===== src/sv/nnsag_pkg.sv =====
// shared constants, types and register codes of the scaler address generator
`default_nettype none

package nnsag_pkg;

    localparam int MAX_DIM    = 4096;
    localparam int MAX_PITCH  = 65536;

    localparam int DIM_W      = 13;   // image dimension register width
    localparam int COORD_W    = 12;   // pixel coordinate width
    localparam int BPP_W      = 3;    // bytes per pixel width
    localparam int PITCH_W    = 17;   // row pitch width
    localparam int OFF_W      = 28;   // byte offset width
    localparam int CFG_IDX_W  = 3;
    localparam int CFG_DATA_W = 17;

    localparam int ROW_PROD_W = COORD_W + PITCH_W;
    localparam int COL_PROD_W = COORD_W + BPP_W;
    localparam int DIV_CNT_W  = $clog2(DIM_W);

    localparam logic [BPP_W-1:0] MAX_BPP = BPP_W'(4);

    typedef enum logic [CFG_IDX_W-1:0] {
        CFG_SRC_WIDTH  = 3'd0,
        CFG_SRC_HEIGHT = 3'd1,
        CFG_DST_WIDTH  = 3'd2,
        CFG_DST_HEIGHT = 3'd3,
        CFG_BPP        = 3'd4,
        CFG_PITCH      = 3'd5
    } t_cfg_idx;

    // result of one quotient/remainder step computation
    typedef struct packed {
        logic [DIM_W-1:0]   quotient;
        logic [COORD_W-1:0] remainder;
    } t_div_res;

    // coordinates of one destination pixel
    typedef struct packed {
        logic [COORD_W-1:0] dst_col;
        logic [COORD_W-1:0] dst_row;
        logic [COORD_W-1:0] src_col;
        logic [COORD_W-1:0] src_row;
        logic               end_of_row;
        logic               end_of_frame;
    } t_coord;

    // coordinates plus the two partial products of the byte offset
    typedef struct packed {
        t_coord                coord;
        logic [ROW_PROD_W-1:0] row_prod;
        logic [COL_PROD_W-1:0] col_prod;
    } t_prod;

    // one result transaction
    typedef struct packed {
        t_coord           coord;
        logic [OFF_W-1:0] src_byte_offset;
    } t_result;

endpackage

`default_nettype wire


===== src/sv/nnsag_if.sv =====
// channel interfaces: pixel tick input, pixel result output, register write
`default_nettype none

interface nnsag_in_if import nnsag_pkg::*; ();
    logic valid;
    logic ready;
    logic restart;

    modport source (output valid, output restart, input ready);
    modport sink   (input valid, input restart, output ready);
endinterface

interface nnsag_out_if import nnsag_pkg::*; ();
    logic               valid;
    logic               ready;
    logic [COORD_W-1:0] dst_col;
    logic [COORD_W-1:0] dst_row;
    logic [COORD_W-1:0] src_col;
    logic [COORD_W-1:0] src_row;
    logic [OFF_W-1:0]   src_byte_offset;
    logic               end_of_row;
    logic               end_of_frame;

    modport source (output valid, output dst_col, output dst_row, output src_col,
                    output src_row, output src_byte_offset, output end_of_row,
                    output end_of_frame, input ready);
    modport sink   (input valid, input dst_col, input dst_row, input src_col,
                    input src_row, input src_byte_offset, input end_of_row,
                    input end_of_frame, output ready);
endinterface

interface nnsag_cfg_if import nnsag_pkg::*; ();
    logic                  valid;
    logic                  ready;
    logic [CFG_IDX_W-1:0]  index;
    logic [CFG_DATA_W-1:0] data;

    modport source (output valid, output index, output data, input ready);
    modport sink   (input valid, input index, input data, output ready);
endinterface

`default_nettype wire


===== src/sv/nnsag_div.sv =====
// restoring divider, one quotient bit per cycle, for the scaling steps
`default_nettype none

module nnsag_div import nnsag_pkg::*; (
    input  wire logic             i_clk,
    input  wire logic             i_rst_n,
    input  wire logic             i_start,
    input  wire logic [DIM_W-1:0] i_dividend,
    input  wire logic [DIM_W-1:0] i_divisor,
    output      logic             o_busy,
    output      t_div_res         o_res
);

    logic                 r_busy;
    logic [DIV_CNT_W-1:0] r_cnt;
    logic [DIM_W-1:0]     r_quo;
    logic [DIM_W-1:0]     r_rem;
    logic [DIM_W-1:0]     r_div;

    logic [DIM_W:0]       w_shift;
    logic                 w_fits;
    logic [DIM_W:0]       w_diff;

    assign w_shift = {r_rem, r_quo[DIM_W-1]};
    assign w_fits  = w_shift >= {1'b0, r_div};
    assign w_diff  = w_shift - {1'b0, r_div};

    always_ff @(posedge i_clk) begin
        if (!i_rst_n) begin
            r_busy <= 1'b0;
            r_cnt  <= '0;
            r_quo  <= DIM_W'(1);
            r_rem  <= '0;
            r_div  <= DIM_W'(1);
        end else if (i_start) begin
            r_busy <= 1'b1;
            r_cnt  <= '0;
            r_quo  <= i_dividend;
            r_rem  <= '0;
            r_div  <= i_divisor;
        end else if (r_busy) begin
            r_quo <= {r_quo[DIM_W-2:0], w_fits};
            r_rem <= w_fits ? w_diff[DIM_W-1:0] : w_shift[DIM_W-1:0];
            r_cnt <= r_cnt + 1'b1;
            if (r_cnt == DIV_CNT_W'(DIM_W - 1)) begin
                r_busy <= 1'b0;
            end
        end
    end

    // remainder is below the divisor, which never exceeds MAX_DIM
    assign o_busy          = r_busy;
    assign o_res.quotient  = r_quo;
    assign o_res.remainder = r_rem[COORD_W-1:0];

endmodule

`default_nettype wire


===== src/sv/nearest_neighbor_scale_address_gen_top.sv =====
// nearest-neighbor scaler address generator, top level
//
// i_pix: one transaction per destination pixel; restart=1 rewinds to pixel
//   (0,0) before the pixel is produced
// o_pix: one transaction per input transaction, in raster order, carrying
//   destination and source coordinates, source byte offset and row/frame marks
// i_cfg: register writes (index 0..5: src width/height, dst width/height,
//   bytes per pixel, row pitch); out-of-range values clamp, unknown indexes
//   are dropped and leave the walk alone; a write to a known register
//   rewinds the walk to pixel (0,0)
// throughput: one pixel per cycle while the receiver is ready and no register
//   write or step division is pending; a pixel passes through the state step,
//   product stage and offset sum registers; after a write to a known register
//   the column and row step dividers run, one quotient bit per cycle over 13
//   bits; input and config ready stay low meanwhile
// config is taken only when the pipeline is empty
// reset: registers return to 1,1,1,1,4,4, the walk sits at (0,0), steps are
//   quotient 1 remainder 0, and the pipeline is empty
// when the receiver stalls, the pipeline fills up to three pixels before
//   input ready drops; no transaction is lost or repeated
`default_nettype none

module nearest_neighbor_scale_address_gen_top import nnsag_pkg::*; (
    input  wire logic    i_clk,
    input  wire logic    i_rst_n,
    nnsag_in_if.sink     i_pix,
    nnsag_out_if.source  o_pix,
    nnsag_cfg_if.sink    i_cfg
);

    // configuration registers
    logic [DIM_W-1:0]   r_src_width;
    logic [DIM_W-1:0]   r_src_height;
    logic [DIM_W-1:0]   r_dst_width;
    logic [DIM_W-1:0]   r_dst_height;
    logic [BPP_W-1:0]   r_bpp;
    logic [PITCH_W-1:0] r_pitch;
    logic               r_div_start;

    // walk state
    logic [COORD_W-1:0] r_dcol, r_drow, r_scol, r_srow, r_cacc, r_racc;
    logic [COORD_W-1:0] n_dcol, n_drow, n_scol, n_srow, n_cacc, n_racc;

    // pipeline
    logic    r_s1_valid, r_s2_valid, r_out_valid;
    t_coord  r_s1;
    t_prod   r_s2;
    t_result r_out;

    t_div_res w_col_step, w_row_step;
    logic     w_col_busy, w_row_busy, w_busy;
    logic     w_out_en, w_s2_en, w_s1_en;
    logic     w_in_acc, w_cfg_acc;

    // clamped write data
    logic [DIM_W-1:0]      w_dim_val;
    logic [BPP_W-1:0]      w_bpp_val;
    logic [PITCH_W-1:0]    w_pitch_val;
    logic                  w_cfg_known;

    // base state seen by this pixel, after an optional restart
    logic [COORD_W-1:0] b_dcol, b_drow, b_scol, b_srow, b_cacc, b_racc;
    logic               w_last_col, w_last_row;
    logic [DIM_W:0]     w_scol_sum, w_srow_sum;
    logic [DIM_W-1:0]   w_cacc_sum, w_racc_sum;
    logic [DIM_W-1:0]   w_cacc_sub, w_racc_sub;
    t_coord             w_coord;

    // ---------------------------------------------------------------------
    // handshakes: each stage moves when the one after it is empty or moving
    // ---------------------------------------------------------------------
    assign w_busy   = r_div_start | w_col_busy | w_row_busy;
    assign w_out_en = !r_out_valid || o_pix.ready;
    assign w_s2_en  = !r_s2_valid || w_out_en;
    assign w_s1_en  = !r_s1_valid || w_s2_en;

    assign i_pix.ready = w_s1_en && !w_busy && !i_cfg.valid;
    assign w_in_acc    = i_pix.valid && i_pix.ready;

    assign i_cfg.ready = !w_busy && !r_s1_valid && !r_s2_valid && !r_out_valid;
    assign w_cfg_acc   = i_cfg.valid && i_cfg.ready;

    // ---------------------------------------------------------------------
    // register write decode and clamping
    // ---------------------------------------------------------------------
    always_comb begin
        w_dim_val = i_cfg.data[DIM_W-1:0];
        if (w_dim_val == '0) begin
            w_dim_val = DIM_W'(1);
        end else if (w_dim_val > DIM_W'(MAX_DIM)) begin
            w_dim_val = DIM_W'(MAX_DIM);
        end

        w_bpp_val = i_cfg.data[BPP_W-1:0];
        if (w_bpp_val == '0) begin
            w_bpp_val = BPP_W'(1);
        end else if (w_bpp_val > MAX_BPP) begin
            w_bpp_val = MAX_BPP;
        end

        // zero pitch is kept as is
        w_pitch_val = i_cfg.data[PITCH_W-1:0];
        if (w_pitch_val > PITCH_W'(MAX_PITCH)) begin
            w_pitch_val = PITCH_W'(MAX_PITCH);
        end

        case (i_cfg.index)
            CFG_SRC_WIDTH, CFG_SRC_HEIGHT, CFG_DST_WIDTH,
            CFG_DST_HEIGHT, CFG_BPP, CFG_PITCH: w_cfg_known = 1'b1;
            default:                            w_cfg_known = 1'b0;
        endcase
    end

    always_ff @(posedge i_clk) begin
        if (!i_rst_n) begin
            r_src_width  <= DIM_W'(1);
            r_src_height <= DIM_W'(1);
            r_dst_width  <= DIM_W'(1);
            r_dst_height <= DIM_W'(1);
            r_bpp        <= MAX_BPP;
            r_pitch      <= PITCH_W'(4);
            r_div_start  <= 1'b0;
        end else begin
            r_div_start <= w_cfg_acc && w_cfg_known;
            if (w_cfg_acc) begin
                case (i_cfg.index)
                    CFG_SRC_WIDTH:  r_src_width  <= w_dim_val;
                    CFG_SRC_HEIGHT: r_src_height <= w_dim_val;
                    CFG_DST_WIDTH:  r_dst_width  <= w_dim_val;
                    CFG_DST_HEIGHT: r_dst_height <= w_dim_val;
                    CFG_BPP:        r_bpp        <= w_bpp_val;
                    CFG_PITCH:      r_pitch      <= w_pitch_val;
                    default:        ;
                endcase
            end
        end
    end

    // step quotient and remainder of both axes, rebuilt after every write to a known register
    nnsag_div u_col_div (
        .i_clk      (i_clk),
        .i_rst_n    (i_rst_n),
        .i_start    (r_div_start),
        .i_dividend (r_src_width),
        .i_divisor  (r_dst_width),
        .o_busy     (w_col_busy),
        .o_res      (w_col_step)
    );

    nnsag_div u_row_div (
        .i_clk      (i_clk),
        .i_rst_n    (i_rst_n),
        .i_start    (r_div_start),
        .i_dividend (r_src_height),
        .i_divisor  (r_dst_height),
        .o_busy     (w_row_busy),
        .o_res      (w_row_step)
    );

    // ---------------------------------------------------------------------
    // walk step: current pixel out, next pixel position in
    // ---------------------------------------------------------------------
    always_comb begin
        if (i_pix.restart) begin
            b_dcol = '0; b_drow = '0; b_scol = '0;
            b_srow = '0; b_cacc = '0; b_racc = '0;
        end else begin
            b_dcol = r_dcol; b_drow = r_drow; b_scol = r_scol;
            b_srow = r_srow; b_cacc = r_cacc; b_racc = r_racc;
        end

        w_last_col = ({1'b0, b_dcol} + DIM_W'(1)) >= r_dst_width;
        w_last_row = ({1'b0, b_drow} + DIM_W'(1)) >= r_dst_height;

        w_coord.dst_col      = b_dcol;
        w_coord.dst_row      = b_drow;
        w_coord.src_col      = b_scol;
        w_coord.src_row      = b_srow;
        w_coord.end_of_row   = w_last_col;
        w_coord.end_of_frame = w_last_col && w_last_row;

        // bresenham style quotient step plus remainder carry
        w_scol_sum = {2'b00, b_scol} + {1'b0, w_col_step.quotient};
        w_cacc_sum = {1'b0, b_cacc} + {1'b0, w_col_step.remainder};
        w_cacc_sub = w_cacc_sum - r_dst_width;
        w_srow_sum = {2'b00, b_srow} + {1'b0, w_row_step.quotient};
        w_racc_sum = {1'b0, b_racc} + {1'b0, w_row_step.remainder};
        w_racc_sub = w_racc_sum - r_dst_height;

        n_dcol = b_dcol; n_drow = b_drow; n_scol = b_scol;
        n_srow = b_srow; n_cacc = b_cacc; n_racc = b_racc;

        if (!w_last_col) begin
            n_dcol = b_dcol + 1'b1;
            if (w_cacc_sum >= r_dst_width) begin
                n_scol = w_scol_sum[COORD_W-1:0] + 1'b1;
                n_cacc = w_cacc_sub[COORD_W-1:0];
            end else begin
                n_scol = w_scol_sum[COORD_W-1:0];
                n_cacc = w_cacc_sum[COORD_W-1:0];
            end
        end else if (!w_last_row) begin
            n_dcol = '0;
            n_scol = '0;
            n_cacc = '0;
            n_drow = b_drow + 1'b1;
            if (w_racc_sum >= r_dst_height) begin
                n_srow = w_srow_sum[COORD_W-1:0] + 1'b1;
                n_racc = w_racc_sub[COORD_W-1:0];
            end else begin
                n_srow = w_srow_sum[COORD_W-1:0];
                n_racc = w_racc_sum[COORD_W-1:0];
            end
        end else begin
            // frame end wraps to the first pixel
            n_dcol = '0; n_drow = '0; n_scol = '0;
            n_srow = '0; n_cacc = '0; n_racc = '0;
        end
    end

    // only writes to known registers rewind the walk
    always_ff @(posedge i_clk) begin
        if (!i_rst_n || (w_cfg_acc && w_cfg_known)) begin
            r_dcol <= '0; r_drow <= '0; r_scol <= '0;
            r_srow <= '0; r_cacc <= '0; r_racc <= '0;
        end else if (w_in_acc) begin
            r_dcol <= n_dcol; r_drow <= n_drow; r_scol <= n_scol;
            r_srow <= n_srow; r_cacc <= n_cacc; r_racc <= n_racc;
        end
    end

    // ---------------------------------------------------------------------
    // offset pipeline: products, then sum
    // ---------------------------------------------------------------------
    always_ff @(posedge i_clk) begin
        if (!i_rst_n) begin
            r_s1_valid  <= 1'b0;
            r_s2_valid  <= 1'b0;
            r_out_valid <= 1'b0;
        end else begin
            if (w_s1_en) begin
                r_s1_valid <= w_in_acc;
            end
            if (w_s2_en) begin
                r_s2_valid <= r_s1_valid;
            end
            if (w_out_en) begin
                r_out_valid <= r_s2_valid;
            end
        end
    end

    always_ff @(posedge i_clk) begin
        if (w_s1_en && w_in_acc) begin
            r_s1 <= w_coord;
        end
        if (w_s2_en && r_s1_valid) begin
            r_s2.coord    <= r_s1;
            r_s2.row_prod <= ROW_PROD_W'(r_s1.src_row) * ROW_PROD_W'(r_pitch);
            r_s2.col_prod <= COL_PROD_W'(r_s1.src_col) * COL_PROD_W'(r_bpp);
        end
        if (w_out_en && r_s2_valid) begin
            // offset wraps at its 28 bits
            r_out.coord           <= r_s2.coord;
            r_out.src_byte_offset <= r_s2.row_prod[OFF_W-1:0]
                                   + OFF_W'(r_s2.col_prod);
        end
    end

    assign o_pix.valid           = r_out_valid;
    assign o_pix.dst_col         = r_out.coord.dst_col;
    assign o_pix.dst_row         = r_out.coord.dst_row;
    assign o_pix.src_col         = r_out.coord.src_col;
    assign o_pix.src_row         = r_out.coord.src_row;
    assign o_pix.src_byte_offset = r_out.src_byte_offset;
    assign o_pix.end_of_row      = r_out.coord.end_of_row;
    assign o_pix.end_of_frame    = r_out.coord.end_of_frame;

    // ---------------------------------------------------------------------
    // assertions
    // ---------------------------------------------------------------------
    a_no_pixel_during_div: assert property (@(posedge i_clk) disable iff (!i_rst_n)
        w_busy |-> !w_in_acc)
        else $error("pixel taken while step dividers run");

    a_frame_end_is_row_end: assert property (@(posedge i_clk) disable iff (!i_rst_n)
        o_pix.valid |-> (!o_pix.end_of_frame || o_pix.end_of_row))
        else $error("end of frame without end of row");

    a_src_col_in_image: assert property (@(posedge i_clk) disable iff (!i_rst_n)
        o_pix.valid |-> ({1'b0, o_pix.src_col} < r_src_width))
        else $error("source column outside source image");

    a_src_row_in_image: assert property (@(posedge i_clk) disable iff (!i_rst_n)
        o_pix.valid |-> ({1'b0, o_pix.src_row} < r_src_height))
        else $error("source row outside source image");

endmodule

`default_nettype wire

===== src/flat_wrapper.sv =====
// flat-port wrapper written by rule: the top's interface ports become plain ports
module nearest_neighbor_scale_address_gen_top_flat import nnsag_pkg::*;
  (i_clk, i_rst_n, i_pix_valid, i_pix_restart, i_pix_ready, o_pix_valid, o_pix_dst_col, o_pix_dst_row, o_pix_src_col, o_pix_src_row, o_pix_src_byte_offset, o_pix_end_of_row, o_pix_end_of_frame, o_pix_ready, i_cfg_valid, i_cfg_index, i_cfg_data, i_cfg_ready);
  nnsag_in_if i_pix_i ();
  nnsag_out_if o_pix_i ();
  nnsag_cfg_if i_cfg_i ();
  input  wire logic i_clk;
  input  wire logic i_rst_n;
  input wire logic [$bits(i_pix_i.valid)-1:0] i_pix_valid;
  input wire logic [$bits(i_pix_i.restart)-1:0] i_pix_restart;
  output wire logic [$bits(i_pix_i.ready)-1:0] i_pix_ready;
  output wire logic [$bits(o_pix_i.valid)-1:0] o_pix_valid;
  output wire logic [$bits(o_pix_i.dst_col)-1:0] o_pix_dst_col;
  output wire logic [$bits(o_pix_i.dst_row)-1:0] o_pix_dst_row;
  output wire logic [$bits(o_pix_i.src_col)-1:0] o_pix_src_col;
  output wire logic [$bits(o_pix_i.src_row)-1:0] o_pix_src_row;
  output wire logic [$bits(o_pix_i.src_byte_offset)-1:0] o_pix_src_byte_offset;
  output wire logic [$bits(o_pix_i.end_of_row)-1:0] o_pix_end_of_row;
  output wire logic [$bits(o_pix_i.end_of_frame)-1:0] o_pix_end_of_frame;
  input wire logic [$bits(o_pix_i.ready)-1:0] o_pix_ready;
  input wire logic [$bits(i_cfg_i.valid)-1:0] i_cfg_valid;
  input wire logic [$bits(i_cfg_i.index)-1:0] i_cfg_index;
  input wire logic [$bits(i_cfg_i.data)-1:0] i_cfg_data;
  output wire logic [$bits(i_cfg_i.ready)-1:0] i_cfg_ready;
  assign i_pix_i.valid = i_pix_valid;
  assign i_pix_i.restart = i_pix_restart;
  assign i_pix_ready = i_pix_i.ready;
  assign o_pix_valid = o_pix_i.valid;
  assign o_pix_dst_col = o_pix_i.dst_col;
  assign o_pix_dst_row = o_pix_i.dst_row;
  assign o_pix_src_col = o_pix_i.src_col;
  assign o_pix_src_row = o_pix_i.src_row;
  assign o_pix_src_byte_offset = o_pix_i.src_byte_offset;
  assign o_pix_end_of_row = o_pix_i.end_of_row;
  assign o_pix_end_of_frame = o_pix_i.end_of_frame;
  assign o_pix_i.ready = o_pix_ready;
  assign i_cfg_i.valid = i_cfg_valid;
  assign i_cfg_i.index = i_cfg_index;
  assign i_cfg_i.data = i_cfg_data;
  assign i_cfg_ready = i_cfg_i.ready;
  nearest_neighbor_scale_address_gen_top u_core (.i_clk(i_clk), .i_rst_n(i_rst_n), .i_pix(i_pix_i), .o_pix(o_pix_i), .i_cfg(i_cfg_i));
endmodule

===== config.mk =====
export PLATFORM = sky130hd
export DESIGN_NAME = nearest_neighbor_scale_address_gen_top_flat
export DESIGN_NICKNAME = d
export VERILOG_FILES = /design/src/sv/nnsag_pkg.sv /design/src/sv/nnsag_if.sv /design/src/sv/nnsag_div.sv /design/src/sv/nearest_neighbor_scale_address_gen_top.sv /design/src/flat_wrapper.sv
export SDC_FILE = /design/constraint.sdc
export NUM_CORES = 1
export LEC_CHECK = 0
export ABC_AREA = 1
export BUFFER_PORTS_ARGS = -buffer_cell sky130_fd_sc_hd__buf_2
export CAP_MARGIN = 10
export CORE_MARGIN = 3
export CORE_UTILIZATION = 50
export CTS_CLUSTER_DIAMETER = 30
export DETAILED_ROUTE_END_ITERATION = 8
export PLACE_DENSITY = 0.66
export SLEW_MARGIN = 40
export SYNTH_ARGS = -nofsm -noshare
export SYNTH_HDL_FRONTEND = slang
export SYNTH_SLANG_ARGS = --single-unit

===== constraint.sdc =====
create_clock -name i_clk -period 6 [get_ports i_clk]
set_clock_uncertainty 0.1 [all_clocks]
set_input_delay 1.5 -clock i_clk [delete_from_list [all_inputs] [get_ports i_clk]]
set_output_delay 1.5 -clock i_clk [all_outputs]
set_load 0.1 [all_outputs]

### Word-level counts from Yosys, hierarchy flattened

Cells that the tools add are included.

* input bits: 26
* logic and storage cells: 157
* output and inout port bits: 81
* bits in registers: 457

* reductions and logical operators: 35
* bitwise gates (word level): 3
* add/sub/neg operators: 17
* $mul: 2
* eq/ne operators: 7
* order comparisons: 9
* muxes and demuxes: 37

Operator list (number)
* 12-bit two-way mux: 19
* 13-bit two-way mux: 8
* 13-bit >= comparator: 4
* 12-bit by 1-bit adder with 12-bit output (second input constant): 4
* 28-bit by 15-bit adder with 28-bit output: 1
* 14-bit by 13-bit >= comparator with 1-bit output: 2
* 12-bit by 17-bit multiplier with 28-bit output: 1
* 12-bit by 1-bit adder with 13-bit output (second input constant): 2
* 12-bit by 12-bit adder with 13-bit output: 2
* 13-bit subtractor: 2
* 12-bit adder: 2
* 12-bit subtractor: 2
* 17-bit greater-than comparator (second input constant): 1
* 17-bit two-way mux: 1
* 12-bit by 3-bit multiplier with 15-bit output: 1
* 13-bit greater-than comparator (second input constant): 1
* 13-bit zero test: 1
* 1-bit logical AND: 12
* 2-bit AND reduction: 6
* 4-bit by 1-bit adder with 4-bit output (second input constant): 2
* 4-bit equality test (second input constant): 2
* 1-bit two-way mux: 7
* 3-bit by 2-bit equality test with 1-bit output (second input constant): 2
* 3-bit equality test (second input constant): 2
* 11 further kinds: 23

### Depth between registers and ports, before layout

* depth after elaboration: 9
* depth in mapped cells: 29
* mapped depth without buffers: 27

### Hierarchy

From an unflattened synthesis, not the netlist that was laid out.

* cells, all modules: 4044
* area total of the unflattened synthesis: 32492.4 sq um

By module, submodules not included
* nearest_neighbor_scale_address_gen_top: times used 1, seq. area each 9599.2 sq um, cells an instance 3208, area each 26786.9 sq um
* nnsag_div: times used 2, seq. area each 880.8 sq um, cells an instance 418, area each 2852.7 sq um

### Worst setup path after synthesis

OpenSTA, ideal clock, no wires.

* kind: input to register
* from: input port o_pix_ready
* to: register u_core.r_out, in the netlist u_core.o_pix.dst_col[0], enable pin
* cell stages on the path: 2
* buffers on the path: 0
* arrival time: 5.296 ns
* library setup time: 0.540 ns
* path slack: 0.063 ns
* required time: 5.360 ns
* cells stage by stage: inv_1 > a21oi_1

* longest elaborated chain between the ends: 2

Ends and longest elaborated chain
* start, declared: line flat_wrapper.sv:20 `input wire logic [$bits(o_pix_i.ready)-1:0] o_pix_ready;`
* 1-bit logical OR: line nearest_neighbor_scale_address_gen_top.sv:73 `assign w_out_en = !r_out_valid || o_pix.ready;`
* 1-bit logical AND: line nearest_neighbor_scale_address_gen_top.sv:262 `if (w_out_en && r_s2_valid) begin`
* end, declared: line nearest_neighbor_scale_address_gen_top.sv:48 `t_result r_out;`

No other way between the ends.
A chain may end at the register's enable or synchronous reset.

### Worst setup path in the final report

* from: register u_core.r_s1[8] in the netlist's numbering
* to: register u_core.r_s2[39] in the netlist's numbering (data pin)

* longest elaborated chain between the ends: 1

Ends and longest elaborated chain
* start, declared: line nearest_neighbor_scale_address_gen_top.sv:46 `t_coord r_s1;`
* start signal, assigned: line nearest_neighbor_scale_address_gen_top.sv:255 `r_s1 <= w_coord;`
* 12-bit by 17-bit multiplier with 28-bit output: line nearest_neighbor_scale_address_gen_top.sv:259 `r_s2.row_prod <= ROW_PROD_W'(r_s1.src_row) * ROW_PROD_W'(r_pitch);`
* end, declared: line nearest_neighbor_scale_address_gen_top.sv:47 `t_prod r_s2;`

No other way between the ends.

==> metrics.md <==
| Metric | Value |
|---|---|
| Share of layout cells above drive strength 1 | `0.0951` |
| Clk sinks | `457` |
| Root Buffer Master | `clkbuf_16` |
| Synth area leaders | `edfxtp_1 (21%), dfxtp_1 (15%), fa_1 (11%)` |
| Fmax | `0.175 GHz` |
| CTS tree | `yes` |
| Post-route setup TNS | `0 ns` |
| H-tree levels | `3` |
| Reg2reg end | `u_core.r_s2[39]` |
| Die Span Y | `255 um` |
| Initial Utilization | `0.509` |
| Crit path time final | `5.71 ns` |
| MaxCap Viol Count | `0` |
| Status | `finished clean` |
| CP max stage delay | `0.89 ns` |
| Compound-Gate Fraction of Synth Area | `0.120` |
| Period utilization | `0.952` |
| Core Rows | `90` |
| Crit path cell chain | `nand2_1 > fa_1 > inv_1 > fa_1 > fa_1 > fa_1 > inv_1 > fa_1 > inv_1 > ha_1 > a21oi_1 > o21ai_0 > a21oi_1 > o21ai_0 > a21oi_1 > o21ai_1 > xor2_1` |
| Seq/Total Area, Yosys | `0.367` |
| R2R Path Start | `u_core.r_s1[8]` |
| Worst-path fanout max | `18` |
| Post-Synth XOR/XNOR Area | `0.0415` |
| VDD IR max | `0.000264 V` |
| Final #Nets | `4288` |
| R2r setup slk | `0.29 ns` |
| Synthesis Warnings | `0` |
| Synth cell types | `59` |
| Required time worst endpoint | `6.27 ns` |
| Post-route cell area | `35800 um^2` |
| Most Frequent Cell on Critical Path | `fa_1` |
| CP max-delay cell | `edfxtp_1` |
| Hold path start | `u_core.r_s1[48]` |
| Unrepaired setup endpoints after global routing | `false` |
| Vias per inst | `5.26` |
| Mux contribution to synthesized area | `0` |
| Routed wire length | `77700 um` |
| Largest family of logic cells by synthesized area | `adder cells` |
| Critical Path AT | `5.98 ns` |
| Power Density | `304 nW/um^2` |
| Post-Syn Nets | `4157` |
| Drt first pass iters | `5` |
| Post-DP Area | `32300 um^2` |
| Area share of the largest cell type after synthesis | `0.214` |
| Wire per inst | `16.4 um` |
| Placer's final routability congestion estimate | `0.928` |
| Async set or reset register ratio after synthesis | `0` |
| R2R depth | `17` |
| Total gr overflow | `0` |
| First-pass GRT wire length | `126000 um` |
| Clock buffer depth | `3` |
| Crit end category | `flip-flop` |
| Min-Delay Path Class | `flip-flop to flip-flop` |
| Ports | `107` |
| Critical path type | `flip-flop to flip-flop` |
| Slew HR | `0.431` |
| IO Port Bufs | `106` |
| Overall global routing resource usage | `0.243` |
| Width of the die | `255 um` |
| WP buf/inv | `3` |
| Hold Path End | `u_core.r_s2[92]` |
| Synth Instances | `3737` |
| Post-Syn Area | `31000 um^2` |
| Vias in the first global route | `24620` |
| Drt drc | `0` |
| Leak pwr | `16.6 nW` |
| Final Hold Viols | `0` |
| Commonest register cell after synthesis | `dfxtp_1` |
| Final ANT Viol Nets | `0` |
| Vias post-DR | `24920` |
| Post-synthesis adder-cell area fraction | `0.200` |
| Synthesized flop and latch total | `457` |
| Die area | `65000 um^2` |
| Clock-pin slew on the worst setup and hold paths | `0.05 ns` |
| DP HPWL | `58700 um` |
| Num CTS Buffers | `100` |
| Core area | `60800 um^2` |
| Setup violators final | `0` |
| Synthesis-to-layout area growth | `15.5%` |
| Iteration-0 DRC Markers | `1545` |
| Post-cts resize count | `0` |
| # diodes | `0` |
| Final Max Tran Viols | `0` |
| Largest net degree at the start of global routing | `79` |
| Syn avg cell area | `8.29 um^2` |
| Crit path max-delay family | `adder cells` |
| Clk_lat worst skew | `0.65 ns` |
| Tightest Pin Transition | `0.850 ns` |
| Hold depth | `0` |
| Leading area contributor after synthesis | `edfxtp_1` |
| Hold Buf Count CTS | `0` |
| Simple-gate share of the synthesized area | `0.174` |
| Initial antenna violation count | `0` |
| Critical path launch point type | `flip-flop` |
| EDFF count, synth | `221` |
[logic make-up after synthesis]
group	Yosys count
buffers and inverters	768
AO/OA/AOI/OAI	679
flip-flops	457
adder cells (fa/ha/maj)	394
XOR/XNOR	146
AND/OR/NAND/NOR	1293
[state kept, by name, indices dropped and copies added (netlist names), 17 cells and up]
| register | flops |
|---|---|
| u_core.o_pix.src_byte_offset | 28 |
| u_core.r_pitch | 17 |
| u_core.r_s1 | 50 |
| u_core.r_s2 | 93 |
[synth_stat cells, types with 5 or more instances]
cell type  count
a211oi_1       5
nand2_1      848
inv_1        631
a221oi_1      12
nand3_1      109
o221ai_1      11
nand4_1       38
nor2_1       231
nand3b_1       7
a22oi_1        7
o21ai_0      203
dfxtp_1      236
clkbuf_1      81
a31oi_1       12
nor4_1         6
edfxtp_1     221
a21oi_1      353
xnor2_1       55
fa_1         169
buf_6         14
buf_1          8
o21bai_1      12
inv_2          5
ha_1         225
xor2_1        90
a21o_1        11
buf_2         22
nor3_1        26
o21a_1         6
o211ai_1      28
[where the power goes]
group	switching, W	internal [W]
Sequential	0.000118	0.00343
Combinational	0.00131	0.000637
Clock	0.00186	0.00353
Total	0.00328	0.00759
[worst max-delay path by stage]
| stage | startpoint | end | slack, ns | depth (start not counted) |
|---|---|---|---|---|
| final | u_core.r_s1[8] | u_core.r_s2[39] | 0.29 | 17 |
| after detailed placement | u_core.r_s1[7] | u_core.r_s2[31] | 0.24 | 16 |
| after global routing | u_core.r_s1[8] | u_core.r_s2[38] | 0.02 | 19 |
| after global placement | u_core.r_s1[7] | u_core.r_s2[31] | 0.29 | 16 |
| after floorplan | o_pix_ready | u_core.o_pix.dst_col[0] | 0.06 | 2 |
| after CTS | u_core.r_s1[7] | u_core.r_s2[31] | 0.25 | 16 |
[worst reg2reg max path: stages, from the launching register on]
cell and delay (ns):
edfxtp_1 0.89, nand2_1 0.17, fa_1 0.51, inv_1 0.05
fa_1 0.47, fa_1 0.55, fa_1 0.55, inv_1 0.05
fa_1 0.52, inv_1 0.04, ha_1 0.35, a21oi_1 0.18
o21ai_0 0.13, a21oi_1 0.18, o21ai_0 0.22, a21oi_1 0.28
o21ai_1 0.11, xor2_1 0.14
[through the flow]
stage | power (W) | setup WS [ns] | hold slack, ns | std cells | utilization
3_3_place_gp | 0.00551 | 0.291 | 0.301 | 4544 | 0.531
4_1_cts | 0.0109 | 0.253 | 0.313 | 4732 | 0.587
3_5_place_dp | 0.00552 | 0.240 | 0.305 | 4544 | 0.531
6_report | 0.0109 | 0.288 | 0.312 | 4736 | 0.588
5_1_grt | 0.0114 | 0.0219 | 0.316 | 4736 | 0.588
2_1_floorplan | 0.00506 | 0.0632 | 0.300 | 3737 | -
[cell type report]
| cell class | instances | area [um^2] |
|---|---|---|
| Sequential cell | 457 | 11400 |
| Inverter | 640 | 2410 |
| Clock inverter | 70 | 737 |
| Timing Repair Buffer | 157 | 973 |
| Fill cell | 5411 | 25100 |
| Multi-Input combinational cell | 2512 | 16600 |
| Clock buffer | 118 | 2680 |
| Tap cell | 782 | 978 |
[layout by cell type (no fill, tap or decap), types with 5 or more instances in the layout]
cell type   count
clkbuf_1        9
fa_1          169
ha_1          225
clkinvlp_4     17
xor2_1         90
inv_6           9
bufinv_16       7
inv_2           6
a221oi_1       12
nor4_1          6
o221ai_1       11
nand4_1        38
a211oi_1        5
a22oi_1         7
dfxtp_1       235
nand3_1       108
buf_4          45
nor3_1         26
nand2_1       846
a21oi_1       352
inv_1         629
a21o_1         11
clkinv_2       14
xnor2_1        55
clkbuf_8        8
nand3b_1        7
clkinv_4       12
buf_2         106
clkinv_1        8
o211ai_1       28
o21ai_0       203
edfxtp_1      221
a31oi_1        12
o21a_1          6
clkbuf_16     102
o21bai_1       12
nor2_1        230
[per-layer routing]
layer,vias up,part of all wire,track usage
met5,-,0,0
met4,0,0.043,0.107
li1,12388,-,-
met1,11630,0.44,0.313
met2,730,0.46,0.402
met3,172,0.063,0.0451
[timing repair]
action | in CTS | in global routing
setup endpoints to repair | 0 | 5
endpoints found under the hold margin | 0 | 0
buffers inserted | 0 | 2
Power figures use the tool's default switching activity.
